`src/rtl/gas_sensor_ppm_converter_top_macros.svh`:
```
// ----------------------------------------------------------------------------
// Assertion macros for the gas sensor ppm converter
// Same-cycle and next-cycle implication checks on clk, off while in reset.
// ----------------------------------------------------------------------------
`ifndef GAS_SENSOR_PPM_CONVERTER_TOP_MACROS_SVH
`define GAS_SENSOR_PPM_CONVERTER_TOP_MACROS_SVH

// antecedent implies consequent in the same cycle
`define GSPC_ASSERT_NOW(label, ante, cons, msg) \
    label: assert property (@(posedge clk) disable iff (!rst_n) (ante) |-> (cons)) \
        else $error(msg);

// antecedent implies consequent in the next cycle
`define GSPC_ASSERT_NEXT(label, ante, cons, msg) \
    label: assert property (@(posedge clk) disable iff (!rst_n) (ante) |=> (cons)) \
        else $error(msg);

`endif

```
`src/rtl/gspc_pkg.sv`:
```
// ----------------------------------------------------------------------------
// gspc_pkg
// Constants, status codes and the exp2 root table for the ppm converter.
// ----------------------------------------------------------------------------
package gspc_pkg;

    localparam int ADC_BITS  = 12;
    localparam int FRAC_BITS = 12;
    localparam logic [ADC_BITS-1:0] ADC_FULL = {ADC_BITS{1'b1}};

    localparam logic [17:0] LOG2_A_Q12 = 18'd37937;   // log2(613.9) in Q12
    localparam logic [13:0] EXPO_Q12   = 14'd8495;    // 2.074 in Q12
    localparam logic [31:0] EXPO_HALF  = 32'd4247;
    // ceil(2^42 / 8495): exact quotient by 8495 for dividends below 2^28
    localparam logic [28:0] EXPO_RECIP = 29'd517721779;
    localparam logic [19:0] PPM_MAX    = 20'hFFFFF;

    // register indexes
    localparam logic [1:0] CFG_CAL_WINDOW = 2'd0;
    localparam logic [1:0] CFG_LOAD_RES   = 2'd1;
    localparam logic [1:0] CFG_CAL_PPM    = 2'd2;

    // status codes
    localparam logic [2:0] ST_OK    = 3'd0;
    localparam logic [2:0] ST_CAL   = 3'd1;
    localparam logic [2:0] ST_ZERO  = 3'd2;
    localparam logic [2:0] ST_NOCAL = 3'd3;
    localparam logic [2:0] ST_SAT   = 3'd4;

    // round(2^30 * 2^(2^-(k+1)))
    function automatic logic [30:0] root_q30(input logic [3:0] k);
        logic [30:0] r;
        case (k)
            4'd0:    r = 31'd1518500250;
            4'd1:    r = 31'd1276901417;
            4'd2:    r = 31'd1170923762;
            4'd3:    r = 31'd1121280436;
            4'd4:    r = 31'd1097253708;
            4'd5:    r = 31'd1085434106;
            4'd6:    r = 31'd1079572136;
            4'd7:    r = 31'd1076653033;
            4'd8:    r = 31'd1075196443;
            4'd9:    r = 31'd1074468887;
            4'd10:   r = 31'd1074105295;
            4'd11:   r = 31'd1073923544;
            default: r = 31'd1073741824;
        endcase
        return r;
    endfunction

endpackage

```
`src/rtl/gas_sensor_ppm_converter_top.sv`:
```
// ----------------------------------------------------------------------------
// gas_sensor_ppm_converter_top
// Sample to ppm converter: serial divider, with log2 and exp2 on one shared multiplier.
// ----------------------------------------------------------------------------
//  channel   direction  handshake                fields
//  in        input      in_valid / in_stall      adc_sample, uptime_ms
//  out       output     out_valid / out_stall    ppm, status
//  cfg       input      cfg_write_en             cfg_index, cfg_data
//
//  A request runs a serial resistance divide, then for each log2 normalize
//  shifts and squaring steps on the shared 32x32 multiplier; calibration adds
//  a reciprocal multiply for the exponent and a measurement a multiply by it;
//  both then run exp2 multiply steps and a final shift. Zero samples skip to
//  the output. in_stall is high until the sequencer idles. A held result
//  waits in the output register; reset clears control and calibration.
// ----------------------------------------------------------------------------
`include "gas_sensor_ppm_converter_top_macros.svh"

module gas_sensor_ppm_converter_top
(
    input  logic        clk,
    input  logic        rst_n,
    input  logic        in_valid,
    output logic        in_stall,
    input  logic [11:0] adc_sample,
    input  logic [31:0] uptime_ms,
    output logic        out_valid,
    input  logic        out_stall,
    output logic [19:0] ppm,
    output logic [2:0]  status,
    input  logic        cfg_write_en,
    input  logic [1:0]  cfg_index,
    input  logic [15:0] cfg_data
);
    import gspc_pkg::*;

    localparam logic [3:0] S_IDLE   = 4'd0;
    localparam logic [3:0] S_DIV    = 4'd1;
    localparam logic [3:0] S_LNORM  = 4'd2;
    localparam logic [3:0] S_LSQ    = 4'd3;
    localparam logic [3:0] S_QMUL   = 4'd4;
    localparam logic [3:0] S_QADD   = 4'd5;
    localparam logic [3:0] S_EMUL   = 4'd6;
    localparam logic [3:0] S_ESHIFT = 4'd7;
    localparam logic [3:0] S_OUT    = 4'd8;
    localparam logic [3:0] S_TMUL   = 4'd9;

    localparam logic [2:0] P_RS    = 3'd0;
    localparam logic [2:0] P_LCAL  = 3'd1;
    localparam logic [2:0] P_T     = 3'd2;
    localparam logic [2:0] P_LRS_C = 3'd3;
    localparam logic [2:0] P_EXP_C = 3'd4;
    localparam logic [2:0] P_LRS_M = 3'd5;
    localparam logic [2:0] P_LR0   = 3'd6;
    localparam logic [2:0] P_EXP_M = 3'd7;

    logic [3:0]  state_reg;
    logic [2:0]  phase_reg;
    logic [15:0] cal_window_reg;
    logic [7:0]  load_res_reg;
    logic [15:0] cal_ppm_reg;
    logic [31:0] r0_reg;
    logic        calibrated_reg;
    logic        in_win_reg;
    logic [31:0] rs_reg;
    logic [16:0] la_reg;
    logic        dneg_reg;
    logic [16:0] mag_reg;
    logic [30:0] qprod_reg;
    // divider
    logic [31:0] dq_reg;
    logic [13:0] drem_reg;
    logic [13:0] dden_reg;
    logic [5:0]  dcnt_reg;
    // log2
    logic [31:0] lx_reg;
    logic [4:0]  le_reg;
    logic [11:0] lfr_reg;
    logic [30:0] lm_reg;
    logic [3:0]  lcnt_reg;
    // exp2
    logic signed [20:0] ey_reg;
    logic [30:0] em_reg;
    logic [3:0]  ecnt_reg;
    // result
    logic [19:0] res_ppm_reg;
    logic [2:0]  res_status_reg;
    logic        out_valid_reg;
    logic [19:0] ppm_reg;
    logic [2:0]  status_reg;

    // shared multiplier
    logic [31:0] mul_a;
    logic [31:0] mul_b;
    logic [63:0] prod;

    always_comb
    begin
        case (state_reg)
            S_LSQ:
            begin
                mul_a = {1'b0, lm_reg};
                mul_b = {1'b0, lm_reg};
            end
            S_EMUL:
            begin
                mul_a = {1'b0, em_reg};
                mul_b = {1'b0, root_q30(ecnt_reg)};
            end
            S_QMUL:
            begin
                mul_a = {15'd0, mag_reg};
                mul_b = {18'd0, EXPO_Q12};
            end
            S_TMUL:
            begin
                mul_a = dq_reg;
                mul_b = {3'd0, EXPO_RECIP};
            end
            default:
            begin
                mul_a = {24'd0, load_res_reg};
                mul_b = {20'd0, ADC_FULL - adc_sample};
            end
        endcase
        prod = mul_a * mul_b;
    end

    // divider step
    logic [14:0] dtrial;
    logic        dbit;
    assign dtrial = {drem_reg, dq_reg[31]};
    assign dbit   = (dtrial >= {1'b0, dden_reg});

    // log2 squaring step and result
    logic [31:0] sq;
    logic [16:0] lval;
    assign sq   = prod[61:30];
    assign lval = {le_reg, lfr_reg};

    // log difference for the two dispatch points
    logic [17:0] dcal;
    logic [17:0] dmeas;
    assign dcal  = {1'b0, lval} - LOG2_A_Q12;
    assign dmeas = {1'b0, la_reg} - {1'b0, lval};

    // exp2 final shift
    logic signed [8:0] en;
    logic [9:0]  sr;
    logic [4:0]  sr5;
    logic [32:0] rsum;
    logic [31:0] ev;
    logic        ebig;
    assign en  = ey_reg[20:12];
    assign sr  = 10'sd30 - {en[8], en};
    assign sr5 = sr[4:0];
    assign rsum = {2'b00, em_reg} + (33'd1 << (sr5 - 5'd1));

    always_comb
    begin
        ebig = 1'b0;
        ev   = 32'd0;
        if (en > 9'sd31)
            ebig = 1'b1;
        else if (en == 9'sd31)
            ev = {em_reg, 1'b0};
        else if (en == 9'sd30)
            ev = {1'b0, em_reg};
        else if (sr < 10'd32)
            ev = 32'(rsum >> sr5);
    end

    logic [31:0] qsum;
    assign qsum = {1'b0, qprod_reg} + 32'd2048;

    logic [20:0] y_cal;
    logic [20:0] y_meas;
    assign y_cal  = dneg_reg ? ({4'd0, lval} - {6'd0, dq_reg[14:0]})
                             : ({4'd0, lval} + {6'd0, dq_reg[14:0]});
    assign y_meas = dneg_reg ? ({3'd0, LOG2_A_Q12} + {1'b0, qsum[31:12]})
                             : ({3'd0, LOG2_A_Q12} - {1'b0, qsum[31:12]});

    logic in_acc;
    assign in_acc   = in_valid && !in_stall;
    assign in_stall = (state_reg != S_IDLE);

    always_ff @(posedge clk or negedge rst_n)
    begin
        if (!rst_n)
        begin
            state_reg      <= S_IDLE;
            phase_reg      <= P_RS;
            cal_window_reg <= 16'd3000;
            load_res_reg   <= 8'd5;
            cal_ppm_reg    <= 16'd20;
            r0_reg         <= 32'd0;
            calibrated_reg <= 1'b0;
            out_valid_reg  <= 1'b0;
        end
        else
        begin
            if (cfg_write_en)
            begin
                case (cfg_index)
                    CFG_CAL_WINDOW: cal_window_reg <= cfg_data;
                    CFG_LOAD_RES:   load_res_reg   <= cfg_data[7:0];
                    CFG_CAL_PPM:    cal_ppm_reg    <= cfg_data;
                    default:        ;
                endcase
            end

            // S_OUT reloads the output register itself
            if (out_valid_reg && !out_stall && state_reg != S_OUT)
                out_valid_reg <= 1'b0;

            case (state_reg)
                S_IDLE:
                begin
                    if (in_acc)
                    begin
                        in_win_reg <= (uptime_ms < {16'd0, cal_window_reg});
                        if (adc_sample == 12'd0)
                        begin
                            res_ppm_reg    <= 20'd0;
                            res_status_reg <= ST_ZERO;
                            state_reg      <= S_OUT;
                        end
                        else
                        begin
                            dq_reg    <= 32'(prod[19:0]) << FRAC_BITS;
                            drem_reg  <= 14'd0;
                            dden_reg  <= {2'b00, adc_sample};
                            dcnt_reg  <= 6'd0;
                            phase_reg <= P_RS;
                            state_reg <= S_DIV;
                        end
                    end
                end

                S_DIV:
                begin
                    if (!dcnt_reg[5])
                    begin
                        drem_reg <= dbit ? 14'(dtrial - {1'b0, dden_reg}) : dtrial[13:0];
                        dq_reg   <= {dq_reg[30:0], dbit};
                        dcnt_reg <= dcnt_reg + 6'd1;
                    end
                    else
                    begin
                        rs_reg <= dq_reg;
                        if (in_win_reg)
                        begin
                            if (dq_reg == 32'd0 || cal_ppm_reg == 16'd0)
                            begin
                                r0_reg         <= 32'd0;
                                calibrated_reg <= 1'b1;
                                res_ppm_reg    <= {4'd0, cal_ppm_reg};
                                res_status_reg <= ST_CAL;
                                state_reg      <= S_OUT;
                            end
                            else
                            begin
                                lx_reg    <= {16'd0, cal_ppm_reg};
                                le_reg    <= 5'd31;
                                lfr_reg   <= 12'd0;
                                phase_reg <= P_LCAL;
                                state_reg <= S_LNORM;
                            end
                        end
                        else if (!calibrated_reg || r0_reg == 32'd0)
                        begin
                            res_ppm_reg    <= 20'd0;
                            res_status_reg <= ST_NOCAL;
                            state_reg      <= S_OUT;
                        end
                        else if (dq_reg == 32'd0)
                        begin
                            res_ppm_reg    <= PPM_MAX;
                            res_status_reg <= ST_SAT;
                            state_reg      <= S_OUT;
                        end
                        else
                        begin
                            lx_reg    <= dq_reg;
                            le_reg    <= 5'd31;
                            lfr_reg   <= 12'd0;
                            phase_reg <= P_LRS_M;
                            state_reg <= S_LNORM;
                        end
                    end
                end

                S_TMUL:
                begin
                    // t is done, now log2 of the resistance
                    dq_reg    <= {17'd0, prod[56:42]};
                    lx_reg    <= rs_reg;
                    le_reg    <= 5'd31;
                    lfr_reg   <= 12'd0;
                    phase_reg <= P_LRS_C;
                    state_reg <= S_LNORM;
                end

                S_LNORM:
                begin
                    if (lx_reg[31] || le_reg == 5'd0)
                    begin
                        lm_reg    <= lx_reg[31:1];
                        lcnt_reg  <= 4'd0;
                        state_reg <= S_LSQ;
                    end
                    else
                    begin
                        lx_reg <= {lx_reg[30:0], 1'b0};
                        le_reg <= le_reg - 5'd1;
                    end
                end

                S_LSQ:
                begin
                    if (lcnt_reg != 4'd12)
                    begin
                        lfr_reg  <= {lfr_reg[10:0], sq[31]};
                        lm_reg   <= sq[31] ? sq[31:1] : sq[30:0];
                        lcnt_reg <= lcnt_reg + 4'd1;
                    end
                    else
                    begin
                        case (phase_reg)
                            P_LCAL:
                            begin
                                // rounded dividend for the divide by 2.074
                                dneg_reg  <= dcal[17];
                                dq_reg    <= ({15'd0, (dcal[17] ? 17'(-dcal) : dcal[16:0])}
                                              << 12) + EXPO_HALF;
                                phase_reg <= P_T;
                                state_reg <= S_TMUL;
                            end
                            P_LRS_C:
                            begin
                                ey_reg    <= y_cal;
                                em_reg    <= 31'h40000000;
                                ecnt_reg  <= 4'd0;
                                phase_reg <= P_EXP_C;
                                state_reg <= S_EMUL;
                            end
                            P_LRS_M:
                            begin
                                la_reg    <= lval;
                                lx_reg    <= r0_reg;
                                le_reg    <= 5'd31;
                                lfr_reg   <= 12'd0;
                                phase_reg <= P_LR0;
                                state_reg <= S_LNORM;
                            end
                            default:
                            begin
                                dneg_reg  <= dmeas[17];
                                mag_reg   <= dmeas[17] ? 17'(-dmeas) : dmeas[16:0];
                                state_reg <= S_QMUL;
                            end
                        endcase
                    end
                end

                S_QMUL:
                begin
                    qprod_reg <= prod[30:0];
                    state_reg <= S_QADD;
                end

                S_QADD:
                begin
                    ey_reg    <= y_meas;
                    em_reg    <= 31'h40000000;
                    ecnt_reg  <= 4'd0;
                    phase_reg <= P_EXP_M;
                    state_reg <= S_EMUL;
                end

                S_EMUL:
                begin
                    if (ecnt_reg == 4'd12)
                        state_reg <= S_ESHIFT;
                    else
                    begin
                        if (ey_reg[4'd11 - ecnt_reg])
                            em_reg <= prod[60:30];
                        ecnt_reg <= ecnt_reg + 4'd1;
                    end
                end

                S_ESHIFT:
                begin
                    if (phase_reg == P_EXP_C)
                    begin
                        r0_reg         <= ebig ? 32'hFFFFFFFF : ev;
                        calibrated_reg <= 1'b1;
                        res_ppm_reg    <= {4'd0, cal_ppm_reg};
                        res_status_reg <= ST_CAL;
                    end
                    else if (ebig || ev > {12'd0, PPM_MAX})
                    begin
                        res_ppm_reg    <= PPM_MAX;
                        res_status_reg <= ST_SAT;
                    end
                    else
                    begin
                        res_ppm_reg    <= ev[19:0];
                        res_status_reg <= ST_OK;
                    end
                    state_reg <= S_OUT;
                end

                S_OUT:
                begin
                    if (!out_valid_reg || !out_stall)
                    begin
                        ppm_reg       <= res_ppm_reg;
                        status_reg    <= res_status_reg;
                        out_valid_reg <= 1'b1;
                        state_reg     <= S_IDLE;
                    end
                end

                default:
                    state_reg <= S_IDLE;
            endcase
        end
    end

    assign out_valid = out_valid_reg;
    assign ppm       = ppm_reg;
    assign status    = status_reg;

    `GSPC_ASSERT_NEXT(a_accept_leaves_idle, in_acc, state_reg != S_IDLE, "request not started")
    `GSPC_ASSERT_NEXT(a_held_result_waits,
        state_reg == S_OUT && out_valid && out_stall, state_reg == S_OUT,
        "held result overwritten")
    `GSPC_ASSERT_NOW(a_sat_is_max, out_valid && status == ST_SAT, ppm == PPM_MAX,
        "saturated ppm not max")
    `GSPC_ASSERT_NOW(a_flag_ppm_zero,
        out_valid && (status == ST_ZERO || status == ST_NOCAL), ppm == 20'd0,
        "flagged ppm not zero")

endmodule
```
`config.mk`:
```
export PLATFORM = sky130hd
export DESIGN_NAME = gas_sensor_ppm_converter_top
export DESIGN_NICKNAME = d
export VERILOG_FILES = /design/src/rtl/gspc_pkg.sv /design/src/rtl/gas_sensor_ppm_converter_top.sv
export VERILOG_INCLUDE_DIRS = /design/src /design/src/rtl
export SDC_FILE = /design/constraint.sdc
export NUM_CORES = 2
export LEC_CHECK = 0
export BUFFER_PORTS_ARGS = -buffer_cell sky130_fd_sc_hd__buf_4
export CAP_MARGIN = 20
export CORE_ASPECT_RATIO = 0.75
export CORE_MARGIN = 1.5
export CORE_UTILIZATION = 30
export DETAILED_ROUTE_END_ITERATION = 10
export PLACE_DENSITY = 0.44
export SETUP_SLACK_MARGIN = 0.2
export SLEW_MARGIN = 30
export SYNTH_ARGS = -nofsm -noshare
export SYNTH_HDL_FRONTEND = slang
export SYNTH_SLANG_ARGS = --single-unit
```
`constraint.sdc`:
```
create_clock -name clk -period 23.8 [get_ports clk]
set_input_delay 3.57 -clock clk [delete_from_list [all_inputs] [get_ports clk]]
set_output_delay 3.57 -clock clk [all_outputs]
set_load 0.05 [all_outputs]
```
### Word level (Yosys, flattened, before mapping)

Memory sizes are Yosys's and may differ from the RTL's. A register that Yosys moved wholly into a read port is not among the register bits.
Index checks and enable logic that the tools add are counted.

| word-level totals | value |
|---|---|
| bits in read-only memories | 464 |
| bits in writable memories | 0 |
| bits in latches | 0 |
| word-level logic and storage cells | 299 |
| register bits | 430 |
| memories kept | 1 |
| output and inout bits | 25 |
| bits of input ports | 67 |

Memories:

| name | depth | width | rd ports | clocked after Yosys merged registers in | write ports | line | text |
|---|---|---|---|---|---|---|---|
| (no name shown) | 16 | 29 | 1 | 1 | 0 | gspc_pkg.sv:33 | `case (k)` |

| cells by class | value |
|---|---|
| mux-type cells | 132 |
| reductions and logical operators | 56 |
| div/mod/pow operators | 0 |
| order comparisons | 6 |
| bitwise logic cells | 4 |
| eq/ne operators | 46 |
| $add $sub $neg | 20 |
| shift-type cells | 2 |
| multiply operators | 1 |

Operator list:

| kind | number |
|---|---|
| 32-bit two-way mux | 22 |
| 32-bit case mux with 4 select lines | 3 |
| 31-bit two-way mux | 7 |
| 20-bit two-way mux | 9 |
| 31-bit case mux with 4 select lines | 1 |
| 31-bit case mux with 3 select lines | 1 |
| 12-bit two-way mux | 7 |
| 21-bit two-way mux | 4 |
| 4-bit two-way mux | 17 |
| 32-bit logical NOT | 2 |
| 32-bit case mux with 2 select lines | 1 |
| 32-bit by 32-bit multiplier with 62-bit output | 1 |
| 31-bit case mux with 2 select lines | 1 |
| 20-bit case mux with 3 select lines | 1 |
| 14-bit two-way mux | 4 |
| 3-bit two-way mux | 17 |
| 21-bit case mux with 2 select lines | 1 |
| 5-bit two-way mux | 8 |
| 4-bit case mux with 10 select lines | 1 |
| 2-bit inequality test (second input constant) | 19 |
| 12-bit case mux with 3 select lines | 1 |
| 17-bit two-way mux | 2 |
| 17-bit negation | 2 |
| 31-bit by 33-bit adder with 33-bit output | 1 |
| 68 further kinds | 134 |

### Logic depth before layout (Yosys ltp)

| logic depth | value |
|---|---|
| word-level depth | 14 |
| gate-level depth with buffers | 40 |
| mapped depth without buffers | 36 |

### Worst setup path before layout

Ideal clock, no wire load.

| timing | value |
|---|---|
| path kind | in2reg |
| from | in adc_sample[9] |
| to | reg lm_reg[29] (data pin) |
| required time | 23546 ps |
| data arrival time | 10630 ps |
| path buffers | 0 |
| stages on the path | 29 |
| library setup time | 254 ps |
| slack | 12916 ps |
| cell sequence | a21oi_1 > nand2_1 > fa_1 > inv_1 > fa_1 > fa_1 > inv_1 > fa_1 > inv_1 > fa_1 > inv_1 > fa_1 > inv_1 > fa_1 > fa_1 > ha_1 > a21o_1 > a21o_1 > a211o_1 > a21oi_1 > a21oi_1 > o211ai_1 > a311oi_1 > nor3_1 > o31ai_1 > a221oi_1 > xor2_1 > o221ai_1 > o21a_1 |

| between the ends | value |
|---|---|
| cells in the longest elaborated chain, start to end | 6 |

RTL lines:

| element | line | text |
|---|---|---|
| start, declared | gas_sensor_ppm_converter_top.sv:25 | `input logic [11:0] adc_sample,` |
| 12-bit subtractor | gas_sensor_ppm_converter_top.sv:123 | `mul_b = {20'd0, ADC_FULL - adc_sample};` |
| 31-bit case mux with 4 select lines | gas_sensor_ppm_converter_top.sv:99 | `case (state_reg)` |
| 32-bit by 32-bit multiplier with 62-bit output | gas_sensor_ppm_converter_top.sv:126 | `prod = mul_a * mul_b;` |
| 31-bit two-way mux | gas_sensor_ppm_converter_top.sv:324 | `lm_reg <= sq[31] ? sq[31:1] : sq[30:0];` |
| 31-bit two-way mux | gas_sensor_ppm_converter_top.sv:321 | `if (lcnt_reg != 4'd12)` |
| 31-bit case mux with 2 select lines | gas_sensor_ppm_converter_top.sv:216 | `case (state_reg)` |
| end signal, assigned | gas_sensor_ppm_converter_top.sv:308 | `lm_reg <= lx_reg[31:1];` |
| end signal, assigned | gas_sensor_ppm_converter_top.sv:324 |  |
| end, declared | gas_sensor_ppm_converter_top.sv:79 | `logic [30:0] lm_reg;` |

Every way passes these cells. The select of a mux whose other input is x is not followed.
A chain may end at the register's enable or synchronous reset.

### Final worst setup path

| timing | value |
|---|---|
| from | reg state_reg[1] |
| to | reg lm_reg[13] (data pin) |

| between the ends | value |
|---|---|
| cells in the longest elaborated chain, start to end | 6 |
| elaborated cells between the ends (all ways) | 11 |
| classes of those cells | mul (1); eq/ne (5); mux (5) |

RTL lines:

| element | line | text |
|---|---|---|
| start, declared | gas_sensor_ppm_converter_top.sv:57 | `logic [3:0] state_reg;` |
| start signal, assigned | gas_sensor_ppm_converter_top.sv:191 | `state_reg <= S_IDLE;` |
| start signal, assigned | gas_sensor_ppm_converter_top.sv:226 | `state_reg <= S_OUT;` |
| start signal, assigned | gas_sensor_ppm_converter_top.sv:235 | `state_reg <= S_DIV;` |
| 4-bit equality test (tied with other cells) | gas_sensor_ppm_converter_top.sv:99 |  |
| 32-bit case mux with 4 select lines / 31-bit case mux with 4 select lines (equally long branches) | gas_sensor_ppm_converter_top.sv:99 |  |
| 32-bit by 32-bit multiplier with 62-bit output | gas_sensor_ppm_converter_top.sv:126 |  |
| 31-bit two-way mux | gas_sensor_ppm_converter_top.sv:324 |  |
| 31-bit two-way mux | gas_sensor_ppm_converter_top.sv:321 |  |
| 31-bit case mux with 2 select lines * | gas_sensor_ppm_converter_top.sv:216 |  |

Mark *: on every way between the ends. The rest lies on a longest branch, timed or not. The select of a mux whose other input is x is not followed.

==> results.md <==
* Final setup TNS at 0 ps
* GRT Util Overall at between 20% and 30%
* Area occupied by multi-input gates at around 43,000 sq um
* CP startpoint: state_reg[1]
* Die Span Y at 393 um
* Crit path setup slack, layout at between 10,000 and 15,000 ps
* CP endpoint kind: flip-flop
* H-Tree Depth at 2
* Post-CTS sizing at 0
* First-pass GRT wire length at around 360,000 um
* Worst-Margin Slew at ~1100 ps
* Global placement routability congestion at approximately 0.94
* Crit Path Max Fanout at between 40 and 50
* Vias at a little over 50,000
* Die width at around 520 um
* Rows at between 100 and 150
* Root Driver: clkbuf_16
* Max_cap viols at 0
* Max clock buf depth at 3
* Clk Latency, worst-skew pair at ~640 ps
* Slew headroom at 25.2%
* Largest net degree at the start of global routing at a little over 80
* Initial antenna violation count at 14
* Clock Sinks at around 450
* Port bufs at a little over 90
* FFs w/ async S/R, synth at a little under a fifth
* Commonest cells after routing, fill and taps aside: inv_1, nand2_1, fa_1, nor2_1, ha_1
* Crit path top cell by count: fa_1
* DRC viols at 0
* Initial core utilization at 30.3%
* Cells on worst reg2reg path at 33
* Slowest stage delay, CP at approximately 650 ps
* Dominant cells by area after synthesis: fa_1, edfxtp_1, ha_1
* CTS Hold Bufs at 0
* HP Class: reg2reg
* Final nets at around 8,000
* I/O Pins at between 90 and 100
* Post-Synthesis Cell Area at approximately 61,000 sq um
* DIE AREA at 205,000 sq um
* Synth top area share at 28.6%
* Yosys cell types at 107
* 1st-iter DRT viols at around 5,600
* DPL Wire Length at 201,000 um
* Register area at about 13,000 sq um
* Layout area overhead at 9.40%
* Post-synth EDFFs at between 300 and 400
* Hold Path Origin: res_ppm_reg[1]
* Syn Area/Cell at ~9.0 sq um
* Fill count at between 20,000 and 25,000
* Hold Path Depth at 0
* CP Class: reg2reg
* Endpoints failing setup at 0
* Clk pin slew, worst setup/hold paths at approximately 60 ps
* Gate Count Post-Synth at just under 7,000
* # Post-CTS Setup Buffers at 0
* CORE AREA at between 200,000 and 250,000 sq um
* Antenna-violating nets left at 0
* Main flop type after synthesis: edfxtp_1
* Slowest CP cell: dfrtp_1
* Register bit total from synthesis at approximately 450
* Reg2reg end: lm_reg[13]
* YS warnings at 0
* CP arrival at 12,830 ps
* Avg WL per Cell at about 27 um
* Register area share after synthesis at roughly a fifth
* Clk_skew at slightly below 30 ps
* RSZ-0062 raised after global routing: no
* Vias/cell at about 5.4
* CTS tree: done
* Total grt overflow at 0
* Req. time, crit path at ~24,000 ps
* Worst r2r src: state_reg[1]
* Setup WS pre-CTS at approximately 11,000 ps
* Minimum clock period at 12,500 ps
* Final period util at a little over half
* CTS buffer count at 46
* Synth area leader: fa_1
* FF-to-FF setup slack at between 10,000 and 15,000 ps
* Startpoint Class: flip-flop
* Most common cell after layout, fill and taps aside: inv_1
* Layout cell share with drive strength beyond 1 at about 7.5%
* Max Transition Viols Final at 0
* Worst Setup EP: lm_reg[13]
* Hold Violations, Final at 0
* DRT Wirelength at roughly 250,000 um
* Total iterations of the first detailed-routing run at 9
* FMAX at ~80 MHz
* Outcome: completed
* Vias in the first global route at just under 50,000
[area by class of cell]
class / count / share of cell area, %
inverters: 954 / 5.38
flip-flops and latches: 448 / 19.2
repair buffers: 242 / 2.80
clock buffers: 56 / 1.82
diodes: 6 / 0.0226
multi-input cells: 4996 / 65.3
clock inverters: 29 / 0.414
well taps: 2664 / 5.01
[routing by layer]
metal | part of all wire, % | track usage, % | wire length (um) | vias to the layer above
li1 | - | - | - | 22000
met1 | 49 | 39.2 | 123000 | 25900
met2 | 39 | 33.0 | 98300 | 2143
met3 | 9.4 | 4.58 | 23500 | 218
met4 | 1.9 | 4.11 | 4820 | 4
met5 | 0.011 | 0 | 27 | -
[logic make-up after synthesis]
| family | Yosys count | synth area share, % |
|---|---|---|
| flops | 448 | 21.0 |
| simple gates | 2220 | 15.8 |
| fa+ha+maj | 1258 | 36.6 |
| buf+inv | 1296 | 8.07 |
| other cells | 2 | 0.0124 |
| compound gates | 1128 | 12.2 |
| mux | 134 | 2.75 |
| xor+xnor | 246 | 3.54 |
[worst max-delay path, delay by kind of cell (launching register included)]
kind	cells	cell delay, ps
compound gates	11	3390
fa+ha+maj	9	4230
buf+inv	7	2380
simple gates	5	1090
mux	1	240
flops	1	650
[worst min-delay path by stage]
| stage | endpoint | slack (ps) |
|---|---|---|
| 5_1_grt | ppm[1] | 420 |
| 3_3_place_gp | ppm[17] | 410 |
| 2_1_floorplan | ppm[0] | 400 |
| 3_5_place_dp | ppm[1] | 400 |
| 6_report | ppm[1] | 420 |
| 4_1_cts | ppm[1] | 420 |
[synthesized netlist by cell type, types with 55 or more instances]
| cell | count |
|---|---|
| dfrtp_1 | 70 |
| a21o_1 | 87 |
| a22oi_1 | 62 |
| o21ai_0 | 281 |
| a21oi_1 | 267 |
| mux2i_1 | 78 |
| and3_1 | 55 |
| nor3_1 | 80 |
| xor2_1 | 80 |
| ha_1 | 387 |
| xnor2_1 | 166 |
| edfxtp_1 | 338 |
| nor2_1 | 708 |
| nand2_1 | 956 |
| fa_1 | 870 |
| inv_1 | 949 |
| nand3_1 | 97 |
| nor4_1 | 65 |
| and2_1 | 81 |
| clkbuf_1 | 296 |
[per-stage QoR]
stage                     hold WS [ps]  utilization [%]  cell area [sq um]  cells
after floorplan                    400                -              60800   6740
after global routing               424             33.2              66500   9389
after detailed placement           405             32.4              65000   9302
final                              419             33.2              66500   9395
after CTS                          420             33.1              66400   9387
after global placement             408             32.3              64900   9299
Power is not shown: default switching activity piles up to over one toggle a cycle in this logic, so the estimate is an artifact.
